$ cat config.mk
export PLATFORM = sky130hd
export DESIGN_NAME = timer_bank_with_slot_pool_unit
export DESIGN_NICKNAME = d
export VERILOG_FILES = /design/src/rtl/tbsp_pkg.sv /design/src/rtl/tbsp_cmd_fifo.sv /design/src/rtl/tbsp_res_fifo.sv /design/src/rtl/tbsp_engine.sv /design/src/rtl/timer_bank_with_slot_pool_unit.sv
export SDC_FILE = /design/constraint.sdc
export NUM_CORES = 2
export LEC_CHECK = 0
export BUFFER_PORTS_ARGS = -buffer_cell sky130_fd_sc_hd__clkbuf_2
export CORE_MARGIN = 5
export CORE_UTILIZATION = 32
export DETAILED_ROUTE_END_ITERATION = 8
export GPL_TIMING_DRIVEN = 1
export PLACE_DENSITY = 0.48
export SLEW_MARGIN = 20
export SYNTH_ARGS = -nofsm -noshare
export SYNTH_HDL_FRONTEND = slang
export SYNTH_HIERARCHICAL = 1
export SYNTH_SLANG_ARGS = --single-unit
$ cat constraint.sdc
create_clock -name clk -period 13 [get_ports clk]
set_input_delay 2.6 -clock clk [delete_from_list [all_inputs] [get_ports clk]]
set_output_delay 2.6 -clock clk [all_outputs]
set_load 0.01 [all_outputs]
$ cat src/rtl/tbsp_pkg.sv
package tbsp_pkg;
	typedef enum logic [2:0] {
		FN_CREATE = 3'd0,
		FN_START  = 3'd1,
		FN_STOP   = 3'd2,
		FN_DELETE = 3'd3,
		FN_SETIV  = 3'd4,
		FN_TICK   = 3'd5,
		FN_QUERY  = 3'd6,
		FN_NOP    = 3'd7
	} func_t;

	localparam logic [1:0] EV_DONE     = 2'd0;
	localparam logic [1:0] EV_EXPIRED  = 2'd1;
	localparam logic [1:0] EV_TICK_END = 2'd2;
	localparam logic [1:0] ST_OK        = 2'd0;
	localparam logic [1:0] ST_NO_FREE   = 2'd1;
	localparam logic [1:0] ST_NOT_ALLOC = 2'd2;

	typedef struct packed {
		logic [2:0]  func;
		logic [4:0]  slot;
		logic [31:0] interval;
		logic        periodic;
		logic [31:0] elapsed;
	} cmd_t;

	typedef struct packed {
		logic [1:0]  event_res;
		logic [1:0]  status;
		logic [4:0]  slot_out;
		logic        is_active;
		logic [31:0] remaining_out;
		logic        last;
	} res_t;
endpackage

$ cat src/rtl/tbsp_cmd_fifo.sv
module tbsp_cmd_fifo (
	input  logic          clk,
	input  logic          arst_n,
	input  logic          wr,
	input  tbsp_pkg::cmd_t wdata,
	output logic          full,
	input  logic          rd,
	output tbsp_pkg::cmd_t rdata,
	output logic          empty
);
	import tbsp_pkg::*;

	cmd_t       mem_q [2];
	logic       wp_q, rp_q;
	logic [1:0] cnt_q;

	assign full  = (cnt_q == 2'd2);
	assign empty = (cnt_q == 2'd0);
	assign rdata = mem_q[rp_q];

	always_ff @(posedge clk) begin
		if (wr && !full) mem_q[wp_q] <= wdata;
	end

	always_ff @(posedge clk or negedge arst_n) begin
		if (!arst_n) begin
			wp_q  <= 1'b0;
			rp_q  <= 1'b0;
			cnt_q <= 2'd0;
		end else begin
			if (wr && !full) wp_q <= ~wp_q;
			if (rd && !empty) rp_q <= ~rp_q;
			cnt_q <= cnt_q + 2'(wr && !full) - 2'(rd && !empty);
		end
	end
endmodule

$ cat src/rtl/tbsp_res_fifo.sv
module tbsp_res_fifo (
	input  logic          clk,
	input  logic          arst_n,
	input  logic          wr,
	input  tbsp_pkg::res_t wdata,
	output logic          full,
	input  logic          rd,
	output tbsp_pkg::res_t rdata,
	output logic          empty
);
	import tbsp_pkg::*;

	res_t       mem_q [2];
	logic       wp_q, rp_q;
	logic [1:0] cnt_q;

	assign full  = (cnt_q == 2'd2);
	assign empty = (cnt_q == 2'd0);
	assign rdata = mem_q[rp_q];

	always_ff @(posedge clk) begin
		if (wr && !full) mem_q[wp_q] <= wdata;
	end

	always_ff @(posedge clk or negedge arst_n) begin
		if (!arst_n) begin
			wp_q  <= 1'b0;
			rp_q  <= 1'b0;
			cnt_q <= 2'd0;
		end else begin
			if (wr && !full) wp_q <= ~wp_q;
			if (rd && !empty) rp_q <= ~rp_q;
			cnt_q <= cnt_q + 2'(wr && !full) - 2'(rd && !empty);
		end
	end
endmodule

$ cat src/rtl/tbsp_engine.sv
module tbsp_engine #(
	parameter int NUM_TIMERS = 32
) (
	input  logic           clk,
	input  logic           arst_n,
	input  logic           cmd_valid,
	input  tbsp_pkg::cmd_t cmd,
	output logic           cmd_take,
	output logic           res_valid,
	output tbsp_pkg::res_t res,
	input  logic           res_full
);
	import tbsp_pkg::*;

	localparam int IW = $clog2(NUM_TIMERS);
	localparam int CW = $clog2(NUM_TIMERS + 1);

	typedef enum logic [1:0] {S_IDLE, S_RD, S_TICK, S_END} state_t;

	logic [31:0]   reload_q [NUM_TIMERS];
	logic [31:0]   count_q  [NUM_TIMERS];
	logic          auto_q   [NUM_TIMERS];
	logic [IW-1:0] stack_q  [NUM_TIMERS];
	logic [NUM_TIMERS-1:0] run_q, alloc_q, stk_init_q;
	logic [CW-1:0] fcnt_q;

	state_t        st_q;
	cmd_t          c_q;
	logic [IW-1:0] idx_q;
	logic [31:0]   rl_rd_q, cnt_rd_q;
	logic          auto_rd_q;
	logic [IW-1:0] pop_rd_q;

	logic          slot_ok;
	logic [IW-1:0] sidx, top_idx, top_val, cmd_idx, rd_idx;
	logic [31:0]   rl_wd, cnt_wd;
	logic          rl_we, cnt_we, auto_we, stk_we;
	logic [IW-1:0] rl_wa, cnt_wa, auto_wa, stk_wa, stk_wd;
	logic          expire, emit_ok;

	assign sidx    = IW'({1'b0, c_q.slot});
	assign cmd_idx = IW'({1'b0, cmd.slot});
	assign slot_ok = ({2'b0, c_q.slot} < 7'(NUM_TIMERS)) && alloc_q[sidx];
	assign top_idx = IW'(fcnt_q - CW'(1));
	assign top_val = stk_init_q[top_idx] ? stack_q[top_idx] : IW'(NUM_TIMERS - 1) - top_idx;
	assign expire  = run_q[idx_q] && !(cnt_rd_q > c_q.elapsed);
	assign cmd_take = (st_q == S_IDLE) && cmd_valid;
	// a stalled tick slot re-reads its own entry
	assign rd_idx  = (st_q == S_TICK) ?
		((expire && !emit_ok) ? idx_q : IW'(idx_q + IW'(1))) :
		(cmd_take ? ((cmd.func == FN_TICK) ? IW'(0) : cmd_idx) : sidx);

	always_ff @(posedge clk) begin
		if (rl_we) reload_q[rl_wa] <= rl_wd;
		if (cnt_we) count_q[cnt_wa] <= cnt_wd;
		if (auto_we) auto_q[auto_wa] <= c_q.periodic;
		if (stk_we) stack_q[stk_wa] <= stk_wd;
		rl_rd_q   <= reload_q[rd_idx];
		cnt_rd_q  <= count_q[rd_idx];
		auto_rd_q <= auto_q[rd_idx];
		pop_rd_q  <= top_val;
	end

	always_comb begin
		rl_we = 1'b0; cnt_we = 1'b0; auto_we = 1'b0; stk_we = 1'b0;
		rl_wa = sidx; cnt_wa = sidx; auto_wa = pop_rd_q; stk_wa = IW'(fcnt_q);
		rl_wd = c_q.interval; cnt_wd = '0; stk_wd = sidx;
		res_valid = 1'b0; emit_ok = !res_full;
		res = '{EV_DONE, ST_OK, 5'd0, 1'b0, 32'd0, 1'b1};
		case (st_q)
			S_RD: begin
				res_valid = 1'b1;
				case (c_q.func)
					FN_CREATE: begin
						if (fcnt_q == '0) res.status = ST_NO_FREE;
						else begin
							res.slot_out = 5'(pop_rd_q);
							rl_we = emit_ok; rl_wa = pop_rd_q;
							cnt_we = emit_ok; cnt_wa = pop_rd_q;
							auto_we = emit_ok;
						end
					end
					FN_NOP: ;
					default: begin
						res.slot_out = c_q.slot;
						if (!slot_ok) res.status = ST_NOT_ALLOC;
						else case (c_q.func)
							FN_START: begin
								cnt_we = emit_ok; cnt_wd = rl_rd_q;
							end
							FN_STOP: cnt_we = emit_ok;
							FN_DELETE: begin
								cnt_we = emit_ok;
								stk_we = emit_ok && (fcnt_q < CW'(NUM_TIMERS));
							end
							FN_SETIV: rl_we = emit_ok;
							FN_QUERY: begin
								res.is_active = run_q[sidx];
								res.remaining_out = cnt_rd_q;
							end
							default: ;
						endcase
					end
				endcase
			end
			S_TICK: begin
				cnt_wa = idx_q;
				if (run_q[idx_q]) begin
					if (!expire) begin
						cnt_we = 1'b1; cnt_wd = cnt_rd_q - c_q.elapsed;
					end else begin
						res_valid = 1'b1;
						res = '{EV_EXPIRED, ST_OK, 5'(idx_q), 1'b0, 32'd0, 1'b0};
						cnt_we = emit_ok;
						cnt_wd = auto_rd_q ? rl_rd_q : 32'd0;
						stk_wa = IW'(fcnt_q); stk_wd = idx_q;
						stk_we = emit_ok && !auto_rd_q && (fcnt_q < CW'(NUM_TIMERS));
					end
				end
			end
			S_END: begin
				res_valid = 1'b1;
				res.event_res = EV_TICK_END;
			end
			default: ;
		endcase
	end

	always_ff @(posedge clk or negedge arst_n) begin
		if (!arst_n) begin
			st_q <= S_IDLE;
			run_q <= '0; alloc_q <= '0; stk_init_q <= '0;
			fcnt_q <= CW'(NUM_TIMERS);
			idx_q <= '0;
		end else begin
			if (stk_we) stk_init_q[stk_wa] <= 1'b1;
			case (st_q)
				S_IDLE: if (cmd_valid) begin
					c_q <= cmd; idx_q <= '0;
					st_q <= (cmd.func == FN_TICK) ? S_TICK : S_RD;
				end
				S_RD: if (emit_ok) begin
					st_q <= S_IDLE;
					case (c_q.func)
						FN_CREATE: if (fcnt_q != '0) begin
							fcnt_q <= fcnt_q - CW'(1);
							alloc_q[pop_rd_q] <= 1'b1;
							run_q[pop_rd_q] <= 1'b0;
						end
						FN_NOP: ;
						default: if (slot_ok) case (c_q.func)
							FN_START: run_q[sidx] <= 1'b1;
							FN_STOP: run_q[sidx] <= 1'b0;
							FN_DELETE: begin
								run_q[sidx] <= 1'b0; alloc_q[sidx] <= 1'b0;
								if (fcnt_q < CW'(NUM_TIMERS)) fcnt_q <= fcnt_q + CW'(1);
							end
							default: ;
						endcase
					endcase
				end
				S_TICK: if (!(expire && !emit_ok)) begin
					if (expire && !auto_rd_q) begin
						run_q[idx_q] <= 1'b0; alloc_q[idx_q] <= 1'b0;
						if (fcnt_q < CW'(NUM_TIMERS)) fcnt_q <= fcnt_q + CW'(1);
					end
					if (idx_q == IW'(NUM_TIMERS - 1)) st_q <= S_END;
					else idx_q <= idx_q + IW'(1);
				end
				S_END: if (emit_ok) st_q <= S_IDLE;
				default: st_q <= S_IDLE;
			endcase
		end
	end
endmodule

$ cat src/rtl/timer_bank_with_slot_pool_unit.sv
// channel | handshake        | fields
// input   | push / full      | func slot interval periodic elapsed
// result  | pop / empty      | event_res status slot_out is_active remaining_out last
// A command other than tick is taken in idle, its slot is read from the tables and
// its result is written, and the engine returns to idle; a tick walks the slots in
// order from slot 0 up to the last, then writes its closing item.
// arst_n clears the pool to all free with slot 0 on top. Two-entry queues sit
// on both sides; a full result queue holds the engine while it has a result to write.
module timer_bank_with_slot_pool_unit #(
	parameter int NUM_TIMERS = 32
) (
	input  logic        clk,
	input  logic        arst_n,
	input  logic        push,
	output logic        full,
	input  logic [2:0]  func,
	input  logic [4:0]  slot,
	input  logic [31:0] interval,
	input  logic        periodic,
	input  logic [31:0] elapsed,
	output logic        empty,
	input  logic        pop,
	output logic [1:0]  event_res,
	output logic [1:0]  status,
	output logic [4:0]  slot_out,
	output logic        is_active,
	output logic [31:0] remaining_out,
	output logic        last
);
	import tbsp_pkg::*;

	cmd_t in_c, q_c;
	res_t e_r, o_r;
	logic q_empty, take, e_v, r_full;

	assign in_c = '{func, slot, interval, periodic, elapsed};

	tbsp_cmd_fifo u_cq (.clk, .arst_n, .wr(push), .wdata(in_c), .full,
		.rd(take), .rdata(q_c), .empty(q_empty));

	tbsp_engine #(.NUM_TIMERS(NUM_TIMERS)) u_eng (.clk, .arst_n,
		.cmd_valid(!q_empty), .cmd(q_c), .cmd_take(take),
		.res_valid(e_v), .res(e_r), .res_full(r_full));

	tbsp_res_fifo u_rq (.clk, .arst_n, .wr(e_v), .wdata(e_r), .full(r_full),
		.rd(pop), .rdata(o_r), .empty);

	assign event_res     = o_r.event_res;
	assign status        = o_r.status;
	assign slot_out      = o_r.slot_out;
	assign is_active     = o_r.is_active;
	assign remaining_out = o_r.remaining_out;
	assign last          = o_r.last;
endmodule

# --- After elaboration in Yosys (flattened, before gate mapping) ---
# Memory sizes are Yosys's and may differ from the RTL's. A register that Yosys moved wholly into a read port is not among the register bits.
# Cells that the tools add are included.
classes:
  add_sub_neg: 9
  order_cmp: 11
  shifts: 0
  n_mux: 116
  eq_ne: 25
  n_div: 0
  bitwise: 16
  n_reduce_logical: 38
  mul: 0
ops:
  columns: ["operator", "n"]
  rows:
  - ["$mux W32", 17]
  - ["$pmux W32 S2", 6]
  - ["$and A32 B32 Y32", 5]
  - ["$mux W33", 3]
  - ["$not A32 Y32", 3]
  - ["$or A32 B32 Y32", 3]
  - ["$pmux W40 S2", 1]
  - ["$mux W5", 15]
  - ["$mux W43", 1]
  - ["$mux W42", 1]
  - ["$mux W6", 7]
  - ["$mux W1", 39]
  - ["$gt A32 B32 Y1", 1]
  - ["$sub A32 B32 Y32", 1]
  - ["$lt A5 B6 Y1 const B", 5]
  - ["$pmux W6 S2", 2]
  - ["$bmux W1 S5", 4]
  - ["$demux W1 S5", 4]
  - ["$ge A5 B1 Y1 const B", 4]
  - ["$pmux W5 S2", 2]
  - ["$ne A2 B2 Y1 const B", 8]
  - ["$reduce_and A8 Y1", 2]
  - ["$logic_and A1 B1 Y1", 15]
  - ["$pmux W7 S2", 1]
  - ["other kinds (31)", 65]
word_totals:
  mem_bits_rw: 2472
  memories: 6
  rom_bits: 0
  ff_bits: 195
  latch_bits: 0
memory_table:
  columns: ["name", "depth", "word_bits", "read_ports", "rd_ports_with_merged_regs", "write_ports", "line", "text"]
  rows:
  - ["u_eng.count_q", 32, 32, 1, 1, 1, "tbsp_engine.sv:21", "logic [31:0] count_q [NUM_TIMERS];"]
  - ["u_eng.reload_q", 32, 32, 1, 1, 1, "tbsp_engine.sv:20", "logic [31:0] reload_q [NUM_TIMERS];"]
  - ["u_eng.stack_q", 32, 5, 1, 0, 1, "tbsp_engine.sv:23", "logic [IW-1:0] stack_q [NUM_TIMERS];"]
  - ["u_cq.mem_q", 2, 73, 1, 0, 1, "tbsp_cmd_fifo.sv:13", "cmd_t mem_q [2];"]
  - ["u_rq.mem_q", 2, 43, 1, 0, 1, "tbsp_res_fifo.sv:13", "res_t mem_q [2];"]
  - ["u_eng.auto_q", 32, 1, 1, 1, 1, "tbsp_engine.sv:22", "logic auto_q [NUM_TIMERS];"]

# --- Logic depth before layout (Yosys ltp) ---
depth:
  ltp_word: 11
  ltp_mapped: 21
  mapped_depth_nobuf: 20

# --- Hierarchy ---
# Netlist, hierarchy kept.
by_module_without_submodules:
  columns: ["module", "cells_per_inst", "area_each_um2", "n_inst", "seq_area_each_um2"]
  rows:
  - ["tbsp_engine", 7426, 104052.3, 1, 73586.8]
  - ["tbsp_cmd_fifo", 245, 5713.0, 1, 4484.3]
  - ["tbsp_res_fifo", 152, 3504.6, 1, 2682.6]
  - ["timer_bank_with_slot_pool_unit", 1, 3.8, 1, 0.0]

# --- Worst setup path after synthesis ---
# OpenSTA, ideal clock, no wires.
synth_timing:
  kind: "input -> register"
  start: "input push"
  end: "memory u_cq/mem_q[0][0] (netlist bit), enable pin"
  setup_slack_ns: 6.754
  setup_time_ns: 0.505
  stages: 2
  arrival_time_ns: 5.741
  cell_sequence: "nand2_1 > nor2_1"
synth_via:
  elab_chain_cells: 3
synth_lines:
  columns: ["element", "line", "text"]
  rows:
  - ["start: declaration", "timer_bank_with_slot_pool_unit.sv:14", "input logic push,"]
  - ["$logic_and A1 B1 Y1", "tbsp_cmd_fifo.sv:22", "if (wr && !full) mem_q[wp_q] <= wdata;"]
  - ["$mux W1", "tbsp_cmd_fifo.sv:22", null]
  - ["$mux W1 (implied by the code)", "tbsp_cmd_fifo.sv:22", null]
  - ["end: declaration", "tbsp_cmd_fifo.sv:13", null]
# Every way passes these cells.

# --- Worst setup path in the final report ---
layout_timing:
  start: "register u_eng.idx_q[1]"
  end: "register u_eng.cnt_rd_q[29] (read register of u_eng.count_q)"
layout_via:
  elab_chain_cells: 6
layout_lines:
  columns: ["element", "line", "text"]
  rows:
  - ["start: declaration", "tbsp_engine.sv:29", "logic [IW-1:0] idx_q;"]
  - ["start signal: assignment", "tbsp_engine.sv:168", "else idx_q <= idx_q + IW'(1);"]
  - ["$bmux W1 S5", "tbsp_engine.sv:46", "assign expire = run_q[idx_q] && !(cnt_rd_q > c_q.elapsed);"]
  - ["$mux W1 (implied by the code)", "tbsp_engine.sv:46", null]
  - ["$logic_and A1 B1 Y1", "tbsp_engine.sv:46", null]
  - ["$logic_and A1 B1 Y1", "tbsp_engine.sv:50", "((expire && !emit_ok) ? idx_q : IW'(idx_q + IW'(1))) :"]
  - ["$mux W5 (*)", "tbsp_engine.sv:50", null]
  - ["$mux W5 (*)", "tbsp_engine.sv:49", "assign rd_idx = (st_q == S_TICK) ?"]
  - ["end: declaration", "tbsp_engine.sv:30", "logic [31:0] rl_rd_q, cnt_rd_q;"]
# Every way passes the cells marked *; elsewhere a longest branch is shown, timed or not. The select of a mux whose other input is x is not followed.
# A chain may end at the register's enable or synchronous reset.

==> results.cfg <==
[routing]
drc = 0
avgViaCountPerCell = 5.59
dr.pass1.iters = 6
wl_um = 386000
drtIter0Drc = 8053
wl_per_cell_um = 30.1
ant_nets = 0
num_vias = 71600

[critical_path]
path_buf_inv = 3
worstPathRequired_ns = 13.68
slowest_stage = dfrtp_1
cp-start-kind = register
crit_path_cell_trace = mux2i_1 -> a22oi_1 -> nand4_1 -> a222oi_1 -> and2_1 -> and4_4 -> buf_4 -> or3_4 -> buf_4 -> buf_4 -> nand2_1 -> a31oi_1 -> nand2_1 -> o311ai_1
worst_path_largest_cell_delay_ns = 1.01
criticalPathCategory = reg -> reg
reg2regPathDepth = 14
crit_family = buffers and inverters
crit_fanout = 71
crit_top_cell = buf_4
arrival_ns = 7.84
cp-end-kind = register
crit_cells = 14

[sta]
period_minus_slack_ns = 7.15
rsz0062_at_grt = no
fmax_mhz = 140
maxSlewHeadroom_pct = 21.6
setup_viol = 0
hold_violations = 0
worst_slack_ns = 5.85
worstMarginPinSlew_ns = 1.18
finalCritPeriodShare_pct = 55.0
setup_tns_ns = 0
slew_violations = 0
clock_skew_ns = 0.0609

[floorplan]
io_pins = 122
coreArea_mm2 = 0.353
placementRows = 218
die_h_um = 605
die_w_um = 605
die_area_mm2 = 0.366
initial_core_util_pct = 32.1

[clock_network]
cts_tree = yes
insertion_delay_ns = 0.87
clock-root-buffer = clkbuf_16
cts_buffers = 291
path_clk_slew_ns = 0.06
htree_levels = 5
cts.sinks = 2732
cts_resized = 0
cts_hold_buf = 0
cts.path.max_buffers = 4
postCtsSetupRepairBufs = 0

[synthesis]
synth-adder-area-share_pct = 0.570
synth_flop_cell = edfxtp_1
synthTopCellsByArea = edfxtp_1, nand2_1, o2111ai_1, dfrtp_1, mux2i_1
yosys.area_share.simple_pct = 7.64
synthArstFlopShare_pct = 4.28
synth_top_area_share_pct = 67.5
synth_top_family_by_area = compound AO/OA/AOI/OAI gates
syn-num-nets = 7952
muxShareOfSynthArea_pct = 6.32
synth-seq-cells = 2732
synth_compound_area_share_pct = 10.4
synth_xor_area_share_pct = 0.325
yosys.cell_types.count = 83
syn_area_mm2 = 0.113
synth_edf_count = 2545
synthCells = 7824
synth.largest_area_cell = edfxtp_1
yosysWarnings = 6
syn_area_per_cell_um2 = 14.5
seq_area_frac_synth_pct = 71.3

[final_layout]
final_area_mm2 = 0.129
seq_area_mm2 = 0.0808
drive_gt1_share_pct = 14.7
fillers = 33200
syn_to_final_growth_pct = 13.8
multi_input_area_mm2 = 0.0296
fin_nets = 7979
utilization_pct = 36.6

[placed_design]
dp_slack_ns = 6.01
port_buffers = 121
gp_congestion = 0.861
dp_hpwl_um = 206000
post_dp_cell_area_mm2 = 0.120

[power]
power.density_mw_per_mm2 = 267
vdd_drop_max_mv = 0.372
power_leakage_nw = 42.2

[min_path]
min_path_type = reg -> reg
min_path_cells = 1

[global_route]
grt_overflow = 0
track_usage_pct = 20.4
grt_pass1_vias = 69900
grt_pass1_wl_um = 541000
grt_max_degree = 162
grt_antenna_before_repair = 14

[status]
run_status = complete, no violations

[run]
cap_violations = 0
path summary, 6_finish.rpt:
check,from,endpoint,slack [ns]
min in group asynchronous,arst_n,u_rq/cnt_q[0],1.76
worst min register to register,u_eng/stk_init_q[17],u_eng/stk_init_q[17],0.47
worst max register to register,u_eng/idx_q[1],u_eng/cnt_rd_q[29],5.85
worst max-delay path,u_eng/idx_q[1],u_eng/cnt_rd_q[29],5.85
max in group asynchronous,arst_n,u_eng/alloc_q[27],10.02
worst min-delay path,u_eng/stk_init_q[17],u_eng/stk_init_q[17],0.47
area by class of cell:
cell class | instances | area share, %
Antenna cell | 4 | 0.00776
Clock buffer | 400 | 6.27
Clock inverter | 122 | 0.779
Inverter | 328 | 0.955
Multi-Input combinational cell | 4183 | 23.0
Sequential cell | 2732 | 62.6
Tap cell | 4730 | 4.59
Timing Repair Buffer | 315 | 1.80
where the power goes:
| group | switching [W] | internal, W | total [W] |
|---|---|---|---|
| Combinational | 0.0106 | 0.00461 | 0.0152 |
| Clock | 0.00344 | 0.00465 | 0.00810 |
| Sequential | 0.000650 | 0.0104 | 0.0111 |
per-layer routing:
layer	vias up	track usage, %	routed length [um]
met4	4	6.76	14200
met5	-	0	26
met1	37300	28.1	163000
met2	3181	32.9	180000
met3	646	3.23	28000
li1	30500	-	-
cells in the final DEF, fill, tap and decap left out, drive strengths merged, types with 13 or more instances in the layout:
cell type / synthesis / final
edfxtp: 2545 / 2545
nand2: 1051 / 1051
clkbuf: 313 / 520
o2111ai: 386 / 386
inv: 326 / 333
nand3: 278 / 278
nor2: 276 / 276
mux2: 249 / 249
a21oi: 238 / 238
mux2i: 225 / 225
nand4: 205 / 205
buf: 268 / 195
o21ai: 143 / 143
a211oi: 134 / 134
dfrtp: 116 / 116
o31ai: 103 / 103
clkinv: 2 / 95
mux4: 77 / 77
a31oi: 74 / 74
a21o: 71 / 71
dfxtp: 70 / 70
a311oi: 67 / 67
o22a: 66 / 66
o31a: 65 / 65
o311ai: 65 / 65
ha: 50 / 50
and2: 43 / 43
o21bai: 36 / 36
a32oi: 34 / 34
o41ai: 32 / 32
xnor2: 26 / 26
nor3: 21 / 21
nand2b: 18 / 18
a22oi: 18 / 18
xor2: 16 / 16
bufinv: 0 / 15
nor2b: 15 / 15
and3: 13 / 13
through the flow:
step / hold WS (ns) / cells / total power, W
after CTS: 0.475 / 12800 / 0.0345
after detailed placement: 0.458 / 12300 / 0.0264
final: 0.471 / 12800 / 0.0344
after floorplan: 0.438 / 7824 / 0.0206
after global routing: 0.483 / 12800 / 0.0359
after global placement: 0.453 / 12300 / 0.0263
cell usage after synthesis, types with 26 or more instances:
| cell type | n |
|---|---|
| a211oi_1 | 134 |
| a21o_1 | 71 |
| a21oi_1 | 238 |
| a311oi_1 | 66 |
| a31oi_1 | 74 |
| a32oi_1 | 34 |
| and2_1 | 43 |
| buf_1 | 46 |
| buf_2 | 184 |
| buf_6 | 27 |
| clkbuf_1 | 313 |
| dfrtp_1 | 116 |
| dfxtp_1 | 70 |
| edfxtp_1 | 2545 |
| ha_1 | 50 |
| inv_1 | 326 |
| mux2_2 | 149 |
| mux2_4 | 99 |
| mux2i_1 | 225 |
| mux4_2 | 77 |
| nand2_1 | 1049 |
| nand3_1 | 278 |
| nand4_1 | 205 |
| nor2_1 | 276 |
| o2111ai_1 | 386 |
| o21ai_0 | 140 |
| o21bai_1 | 36 |
| o22a_1 | 66 |
| o311ai_1 | 65 |
| o31a_1 | 65 |
| o31ai_1 | 103 |
| o41ai_1 | 32 |
| xnor2_1 | 26 |
cells by family (layout without fill, tap and decap cells):
kind of cell | Yosys count | in the layout
flip-flops | 2732 | 2732
multiplexers | 551 | 551
other | 0 | 4
adder cells (fa/ha/maj) | 51 | 51
AND/OR/NAND/NOR | 1961 | 1961
AO/OA/AOI/OAI | 1578 | 1578
XOR/XNOR | 42 | 42
buffers and inverters | 909 | 1165
sequential cells by signal, summed over array words and instances, names as in the netlist, 2 cells and up, named ones only:
name / flops
u_cq/cnt_q: 2
u_cq/mem_q: 146
u_eng/alloc_q: 32
u_eng/auto_q: 32
u_eng/auto_wa: 5
u_eng/c_q: 36
u_eng/cnt_rd_q: 32
u_eng/count_q: 1024
u_eng/fcnt_q: 6
u_eng/idx_q: 5
u_eng/reload_q: 1024
u_eng/rl_rd_q: 32
u_eng/rl_wd: 32
u_eng/sidx: 5
u_eng/st_q: 2
u_eng/stack_q: 160
u_eng/stk_init_q: 32
u_rq/cnt_q: 2
u_rq/mem_q: 86
(Power assumes the default switching activity.)
